<file path="src/rtl/core/udec_pkg.sv">
package udec_pkg;

  // Byte classes for lead bytes.
  localparam logic [7:0] LEAD_TWO_MIN   = 8'h80;
  localparam logic [7:0] LEAD_THREE_MIN = 8'hE0;
  localparam logic [7:0] LEAD_FOUR_MIN  = 8'hF0;

  // Payload masks for lead and continuation bytes.
  localparam logic [7:0] MASK_TWO   = 8'h1F;
  localparam logic [7:0] MASK_THREE = 8'h0F;
  localparam logic [7:0] MASK_FOUR  = 8'h07;
  localparam logic [7:0] MASK_CONT  = 8'h3F;

  localparam int unsigned CP_W  = 21;
  localparam int unsigned LEN_W = 3;

  // Announced sequence lengths.
  localparam logic [LEN_W-1:0] LEN_ONE   = 3'd1;
  localparam logic [LEN_W-1:0] LEN_TWO   = 3'd2;
  localparam logic [LEN_W-1:0] LEN_THREE = 3'd3;
  localparam logic [LEN_W-1:0] LEN_FOUR  = 3'd4;

  // One input byte.
  typedef struct packed {
    logic [7:0] data_byte;
    logic       end_of_text;
  } in_item_t;

  // One decoded character.
  typedef struct packed {
    logic [CP_W-1:0]  code_point;
    logic [LEN_W-1:0] byte_count;
    logic             truncated;
    logic             last_char;
  } out_item_t;

  // Result of one decode step, handed to the output register.
  typedef struct packed {
    logic      valid;
    out_item_t item;
  } step_res_t;

endpackage

</file>
<file path="src/rtl/core/udec_if.sv">
// Input byte channel.
interface udec_in_if;
  logic       valid;
  logic       ready;
  logic [7:0] data_byte;
  logic       end_of_text;

  modport source (output valid, output data_byte, output end_of_text, input ready);
  modport sink (input valid, input data_byte, input end_of_text, output ready);
endinterface

// Decoded character channel.
interface udec_out_if;
  logic        valid;
  logic        ready;
  logic [20:0] code_point;
  logic [2:0]  byte_count;
  logic        truncated;
  logic        last_char;

  modport source (output valid, output code_point, output byte_count,
                  output truncated, output last_char, input ready);
  modport sink (input valid, input code_point, input byte_count,
                input truncated, input last_char, output ready);
endinterface

</file>
<file path="src/rtl/core/udec_step.sv">
module udec_step (
  input  logic                clk,
  input  logic                rst_n,
  input  logic                accept,
  input  udec_pkg::in_item_t  in_item,
  output udec_pkg::step_res_t res
);
  import udec_pkg::*;

  logic [CP_W-1:0]  partial_r,  partial_nxt;
  logic [1:0]       remain_r,   remain_nxt;
  logic [LEN_W-1:0] seq_len_r,  seq_len_nxt;

  logic [7:0]       b;
  logic             eot;
  logic [1:0]       remain_dec;
  logic [CP_W-1:0]  cont_bits;
  logic [CP_W-1:0]  merged;
  logic [CP_W-1:0]  lead_val;
  logic [LEN_W-1:0] lead_len;

  assign b   = in_item.data_byte;
  assign eot = in_item.end_of_text;

  // Lead byte classification: stray continuation bytes count as 2-byte leads.
  always_comb begin
    priority if (b < LEAD_THREE_MIN) begin
      lead_val = {10'd0, b[4:0] & MASK_TWO[4:0], 6'd0};
      lead_len = LEN_TWO;
    end else if (b < LEAD_FOUR_MIN) begin
      lead_val = {5'd0, b[3:0] & MASK_THREE[3:0], 12'd0};
      lead_len = LEN_THREE;
    end else begin
      lead_val = {b[2:0] & MASK_FOUR[2:0], 18'd0};
      lead_len = LEN_FOUR;
    end
  end

  // Continuation bytes land at their final bit position.
  assign remain_dec = remain_r - 2'd1;
  always_comb begin
    unique case (remain_dec)
      2'd0:    cont_bits = {15'd0, b[5:0] & MASK_CONT[5:0]};
      2'd1:    cont_bits = {9'd0, b[5:0] & MASK_CONT[5:0], 6'd0};
      2'd2:    cont_bits = {3'd0, b[5:0] & MASK_CONT[5:0], 12'd0};
      default: cont_bits = {b[2:0] & MASK_FOUR[2:0], 18'd0};
    endcase
  end
  assign merged = partial_r | cont_bits;

  // Next state and result for the byte on the input.
  always_comb begin
    partial_nxt = partial_r;
    remain_nxt  = remain_r;
    seq_len_nxt = seq_len_r;
    res         = '0;
    if (remain_r == 2'd0) begin
      if (b < LEAD_TWO_MIN) begin
        res.valid           = 1'b1;
        res.item.code_point = {13'd0, b};
        res.item.byte_count = LEN_ONE;
        res.item.last_char  = eot;
        partial_nxt = '0;
        seq_len_nxt = '0;
      end else if (eot) begin
        res.valid           = 1'b1;
        res.item.code_point = lead_val;
        res.item.byte_count = lead_len;
        res.item.truncated  = 1'b1;
        res.item.last_char  = 1'b1;
        partial_nxt = '0;
        seq_len_nxt = '0;
      end else begin
        partial_nxt = lead_val;
        seq_len_nxt = lead_len;
        remain_nxt  = lead_len[1:0] - 2'd1;
      end
    end else begin
      if (remain_dec == 2'd0 || eot) begin
        res.valid           = 1'b1;
        res.item.code_point = merged;
        res.item.byte_count = seq_len_r;
        res.item.truncated  = (remain_dec != 2'd0);
        res.item.last_char  = eot;
        partial_nxt = '0;
        remain_nxt  = '0;
        seq_len_nxt = '0;
      end else begin
        partial_nxt = merged;
        remain_nxt  = remain_dec;
      end
    end
  end

  // Decoder state advances on every input transfer.
  always_ff @(posedge clk) begin
    if (!rst_n) begin
      partial_r <= '0;
      remain_r  <= '0;
      seq_len_r <= '0;
    end else if (accept) begin
      partial_r <= partial_nxt;
      remain_r  <= remain_nxt;
      seq_len_r <= seq_len_nxt;
    end
  end

endmodule

</file>
<file path="src/rtl/core/udec_outreg.sv">
module udec_outreg (
  input  logic                clk,
  input  logic                rst_n,
  input  logic                accept,
  input  udec_pkg::step_res_t res,
  input  logic                out_ready,
  output logic                out_valid,
  output logic                can_accept,
  output udec_pkg::out_item_t out_item
);
  import udec_pkg::*;

  logic      valid_r;
  out_item_t item_r;

  // A new byte may enter when no result is held, or when the held result leaves in the same cycle.
  assign can_accept = !valid_r || out_ready;
  assign out_valid  = valid_r;
  assign out_item   = item_r;

  always_ff @(posedge clk) begin
    if (!rst_n) begin
      valid_r <= 1'b0;
    end else if (accept) begin
      valid_r <= res.valid;
    end else if (out_ready) begin
      valid_r <= 1'b0;
    end
  end

  // Result payload loads only when a character is produced.
  always_ff @(posedge clk) begin
    if (accept && res.valid) begin
      item_r <= res.item;
    end
  end

endmodule

</file>
<file path="src/rtl/core/utf8_stream_decoder.sv">
// A character is presented in the cycle after the transfer of the byte that completes it.
// Throughput: one byte per cycle; the single decode step plus one output register set the rate.
// A held result stalls input only while out_ready is low.
// Reset (rst_n low, synchronous) clears the partial code point, the remaining
// byte count and the output valid flag.
module utf8_stream_decoder (
  input logic        clk,
  input logic        rst_n,
  udec_in_if.sink    in_ch,
  udec_out_if.source out_ch
);
  import udec_pkg::*;

  logic      accept;
  logic      can_accept;
  in_item_t  in_item;
  step_res_t res;
  out_item_t out_item;

  assign in_ch.ready = can_accept;
  assign accept      = in_ch.valid && can_accept;
  assign in_item.data_byte   = in_ch.data_byte;
  assign in_item.end_of_text = in_ch.end_of_text;

  // Byte decode and code point accumulation.
  udec_step u_step (
    .clk     (clk),
    .rst_n   (rst_n),
    .accept  (accept),
    .in_item (in_item),
    .res     (res)
  );

  // Result register toward the output channel.
  udec_outreg u_outreg (
    .clk        (clk),
    .rst_n      (rst_n),
    .accept     (accept),
    .res        (res),
    .out_ready  (out_ch.ready),
    .out_valid  (out_ch.valid),
    .can_accept (can_accept),
    .out_item   (out_item)
  );

  assign out_ch.code_point = out_item.code_point;
  assign out_ch.byte_count = out_item.byte_count;
  assign out_ch.truncated  = out_item.truncated;
  assign out_ch.last_char  = out_item.last_char;

endmodule

</file>
<file path="src/flat_wrapper.sv">
// flat-port wrapper written by rule: the top's interface ports become plain ports
module utf8_stream_decoder_flat import udec_pkg::*;
  (clk, rst_n, in_ch_valid, in_ch_data_byte, in_ch_end_of_text, in_ch_ready, out_ch_valid, out_ch_code_point, out_ch_byte_count, out_ch_truncated, out_ch_last_char, out_ch_ready);
  udec_in_if in_ch_i ();
  udec_out_if out_ch_i ();
  input logic clk;
  input logic rst_n;
  input wire logic [$bits(in_ch_i.valid)-1:0] in_ch_valid;
  input wire logic [$bits(in_ch_i.data_byte)-1:0] in_ch_data_byte;
  input wire logic [$bits(in_ch_i.end_of_text)-1:0] in_ch_end_of_text;
  output wire logic [$bits(in_ch_i.ready)-1:0] in_ch_ready;
  output wire logic [$bits(out_ch_i.valid)-1:0] out_ch_valid;
  output wire logic [$bits(out_ch_i.code_point)-1:0] out_ch_code_point;
  output wire logic [$bits(out_ch_i.byte_count)-1:0] out_ch_byte_count;
  output wire logic [$bits(out_ch_i.truncated)-1:0] out_ch_truncated;
  output wire logic [$bits(out_ch_i.last_char)-1:0] out_ch_last_char;
  input wire logic [$bits(out_ch_i.ready)-1:0] out_ch_ready;
  assign in_ch_i.valid = in_ch_valid;
  assign in_ch_i.data_byte = in_ch_data_byte;
  assign in_ch_i.end_of_text = in_ch_end_of_text;
  assign in_ch_ready = in_ch_i.ready;
  assign out_ch_valid = out_ch_i.valid;
  assign out_ch_code_point = out_ch_i.code_point;
  assign out_ch_byte_count = out_ch_i.byte_count;
  assign out_ch_truncated = out_ch_i.truncated;
  assign out_ch_last_char = out_ch_i.last_char;
  assign out_ch_i.ready = out_ch_ready;
  utf8_stream_decoder u_core (.clk(clk), .rst_n(rst_n), .in_ch(in_ch_i), .out_ch(out_ch_i));
endmodule
</file>
<file path="config.mk">
export PLATFORM = sky130hd
export DESIGN_NAME = utf8_stream_decoder_flat
export DESIGN_NICKNAME = d
export VERILOG_FILES = /design/src/rtl/core/udec_pkg.sv /design/src/rtl/core/udec_if.sv /design/src/rtl/core/udec_step.sv /design/src/rtl/core/udec_outreg.sv /design/src/rtl/core/utf8_stream_decoder.sv /design/src/flat_wrapper.sv
export SDC_FILE = /design/constraint.sdc
export NUM_CORES = 1
export LEC_CHECK = 0
export CAP_MARGIN = 20
export CORE_MARGIN = 3
export CORE_UTILIZATION = 45
export CTS_BUF_LIST = sky130_fd_sc_hd__clkbuf_4
export DETAILED_ROUTE_END_ITERATION = 8
export DONT_BUFFER_PORTS = 1
export GPL_TIMING_DRIVEN = 0
export PLACE_DENSITY = 0.6
export SYNTH_ARGS = -nofsm -noshare
export SYNTH_HDL_FRONTEND = slang
export SYNTH_SLANG_ARGS = --single-unit
export TNS_END_PERCENT = 30
</file>
<file path="constraint.sdc">
create_clock -name clk -period 2.1 [get_ports clk]
set_input_delay 0.42 -clock clk [delete_from_list [all_inputs] [get_ports clk]]
set_output_delay 0.42 -clock clk [all_outputs]
set_load 0.005 [all_outputs]
</file>
==> insert_results.sql <==
INSERT INTO impl_metrics (metric_group, metric, value, unit) VALUES
('finish', 'synthToLayoutAreaGrowth', '8.677', '%'),
('finish', 'layout.cells.most_common_list', 'dfxtp_1 (27), edfxtp_1 (26), nor2_1 (25), a22o_1 (25), a21oi_1 (23)', ''),
('cts', 'hold_buffers', '0', ''),
('place', 'numPortBuffers', '0', ''),
('logic_synthesis', 'syn_area', '2307', 'um2'),
('sta', 'timing.final.crit_period', '1.933', 'ns'),
('detailed_routing', 'drt-total-wl', '5317', 'um'),
('pwr', 'pwr_density_cell', '797.4', 'nW/um2'),
('floorplanning', 'die_h', '77.61', 'um'),
('pwr', 'intPower', '0.001440', 'W'),
('detailed_routing', 'total_via_count_after_detailed_routing', '1685', ''),
('global_route', 'grt_antenna_before_repair', '0', ''),
('run', 'maxCapViolations', '0', ''),
('logic_synthesis', 'yosysSeqAreaShare', '0.5727', ''),
('floorplanning', 'num_io_pins', '41', ''),
('pwr', 'share_seq_of_total_power', '0.602', ''),
('detailed_routing', 'route.antenna.remaining_nets', '0', ''),
('detailed_routing', 'avgRoutedWirePerCell', '18.59', 'um'),
('sta', 'hold_ws', '0.1652', 'ns'),
('worst_setup_path', 'path_cells', 'inv_1 -> ha_1 -> or3_1 -> buf_6 -> nand3_2 -> clkinvlp_4 -> buf_12', ''),
('logic_synthesis', 'synth_fa_ha_area_frac', '0.02169', ''),
('finish', 'finish.instance_area', '2507', 'um2'),
('sta', 'ratio_of_final_minimum_period_to_clock_period', '0.9205', ''),
('logic_synthesis', 'count_of_warnings_emitted_by_yosys', '0', ''),
('worst_setup_path', 'crit_path_max_incr_delay', '0.38', 'ns'),
('pwr', 'power_switching', '0.0005589', 'W'),
('cts', 'clk_transition_reported_paths', '0.15', 'ns'),
('place', 'dpl_cell_area', '2391', 'um2'),
('pwr', 'static-leakage-power', '0.9070', 'nW'),
('logic_synthesis', 'synth-edff-count', '26', ''),
('finish', 'register_area', '1321', 'um2'),
('cts', 'clk_latency', '0.38', 'ns'),
('status', 'status', 'complete, no violations', ''),
('pwr', 'swShare', '0.2795', ''),
('detailed_routing', 'detail_route.vias_per_cell', '5.892', ''),
('global_route', 'grt_start_max_net_pins', '16', ''),
('global_route', 'grt_pass1_vias', '1659', ''),
('global_route', 'grt.total_usage', '0.1831', ''),
('floorplanning', 'fp.dieArea', '6023', 'um2'),
('logic_synthesis', 'synthFlopType', 'dfxtp_1', ''),
('cts', 'cts_sinks', '53', ''),
('pwr', 'max-vdd-ir-drop', '0.4089', 'mV'),
('pwr', 'power.share.clock', '0.235', ''),
('sta', 'max_clock_freq', '517.3', 'MHz'),
('sta', 'rsz0062_at_grt', 'false', ''),
('cts', 'cts_buffers', '5', ''),
('floorplanning', 'placement_rows', '25', ''),
('sta', 'clock-skew-final', '0.008587', 'ns'),
('finish', 'layout-drive-gt1-share', '0.1461', ''),
('sta', 'fin_tns_setup', '0', 'ns'),
('detailed_routing', 'dr.first_iter.drc_count', '122', ''),
('cts', 'tritoncts', 'built', ''),
('logic_synthesis', 'ys_seq_elements', '53', ''),
('sta', 'worst_slew_pin_slew', '0.5771', 'ns'),
('place', 'detailedPlacementHpwl', '3608', 'um'),
('cts', 'max-clock-path-buffers', '2', ''),
('global_route', 'wire_length_of_the_first_global_routing_pass', '8604', 'um'),
('floorplanning', 'design.core.area', '4848', 'um2'),
('logic_synthesis', 'syn-instance-count', '208', ''),
('detailed_routing', 'drtPass1Iterations', '4', ''),
('logic_synthesis', 'synth_top_family_by_area', 'compound AO/OA/AOI/OAI gates', ''),
('logic_synthesis', 'synth_compound_area_frac', '0.2386', ''),
('worst_hold_path', 'holdCritPathClass', 'in2reg', ''),
('floorplanning', 'initial_core_utilization', '0.4759', ''),
('worst_setup_path', 'crit_arrival', '2.08', 'ns'),
('logic_synthesis', 'synth_cell_type_count', '40', ''),
('finish', 'antenna_diode_count', '0', ''),
('finish', 'layout.cells.most_common', 'dfxtp_1', ''),
('logic_synthesis', 'simple_gate_share_of_the_synthesized_area', '0.1150', ''),
('logic_synthesis', 'postSynthNetCount', '225', ''),
('detailed_routing', 'drc', '0', '');
## critical path: cells and delay by family (launching register included)
| kind | cells | cell delay [ns] |
|---|---|---|
| adders and majority gates | 1 | 0.25 |
| and+or+nand+nor | 2 | 0.52 |
| DFF | 1 | 0.38 |
| buffers and inverters | 4 | 0.54 |
## what timing repair did
item	4_1_cts	5_1_grt
hold endpoints to repair	0	0
gates resized for setup	3	0
cloned	1	0
setup endpoints to repair	26	13
buffers inserted	1	1
## worst paths after layout
kind	start	to	slack, ns	cells after the start
min	rst_n	u_core.u_step.partial_r[12]	0.17	2
max	u_core.u_step.remain_r[1]	u_core.u_outreg.out_item[9]	0.17	7
max reg2reg	u_core.u_step.remain_r[1]	u_core.u_outreg.out_item[9]	0.17	7
min reg2reg	u_core.u_step.seq_len_r[2]	u_core.u_step.seq_len_r[2]	0.48	1
## power by group through the flow
| stage | clock, W | sequential, W | combinational, W |
|---|---|---|---|
| 2_1_floorplan | 0 | 0.00122 | 0.000221 |
| 3_3_place_gp | 0 | 0.00123 | 0.000277 |
| 3_5_place_dp | 0 | 0.00123 | 0.000287 |
| 4_1_cts | 0.000473 | 0.00121 | 0.000310 |
| 5_1_grt | 0.000528 | 0.00121 | 0.000354 |
| 6_report | 0.000469 | 0.00120 | 0.000326 |
## Yosys cell counts, types with 2 or more instances
master	count	area (um2)
o22ai_2	2	25.02
edfxtp_1	26	780.8
a211oi_1	2	15.01
nor2b_1	3	18.77
buf_6	2	22.52
o21ai_0	8	40.04
buf_2	6	30.03
clkbuf_1	6	22.52
o2bb2ai_1	2	17.52
ha_1	4	50.05
a31oi_1	5	31.28
nand3_1	3	15.01
buf_4	2	15.01
inv_1	7	26.28
nand2_1	5	18.77
a22o_1	25	219.0
a21oi_1	23	115.1
nor3_1	2	10.01
a21o_1	2	15.01
dfxtp_1	27	540.5
and2_1	2	12.51
nand2b_1	2	12.51
nor2_1	25	93.84
## per-stage QoR
step	setup slack [ns]	cells	util	total power [W]
6_report	0.1669	286	0.5172	0.001999
5_1_grt	0.1159	286	0.5172	0.002093
4_1_cts	0.05013	285	0.5130	0.001989
3_5_place_dp	-0.1644	275	0.4932	0.001518
3_3_place_gp	-0.1075	275	0.4932	0.001505
2_1_floorplan	0.1896	208	-	0.001439
## routing by layer
layer / vias to the layer above / global-route usage / wire [um] / part of all wire
met4: 0 / 0.07295 / 106 / 0.020
li1: 789 / - / - / -
met1: 823 / 0.2351 / 2329 / 0.44
met3: 13 / 0.05684 / 334 / 0.063
met5: - / 0 / 0 / 0
met2: 60 / 0.2868 / 2546 / 0.48
## cell families (layout without fill, tap and decap cells)
kind of cell,Yosys count,after routing
DFF,53,53
and+or+nand+nor,50,50
adders and majority gates,4,4
AOI/OAI and AO/OA,77,77
buffers and inverters,24,35
## final cells by class
| type | instances | area share |
|---|---|---|
| repair inverters | 1 | 0.002994 |
| flip-flops and latches | 53 | 0.5269 |
| inverters | 7 | 0.01198 |
| repair buffers | 2 | 0.01597 |
| clock buffers | 7 | 0.02096 |
| clock inverters | 1 | 0.002994 |
| well taps | 67 | 0.03343 |
| plain buffers | 17 | 0.03743 |
| multi-input cells | 131 | 0.3473 |
## state kept, by name, indices dropped and copies added (netlist names)
| signal | flops |
|---|---|
| u_core.u_step.seq_len_r | 3 |
| u_core.u_step.partial_r | 21 |
| u_core.u_outreg.out_valid | 1 |
| u_core.u_outreg.out_item | 26 |
| u_core.u_step.remain_r | 2 |
Power figures use the tool's default switching activity.
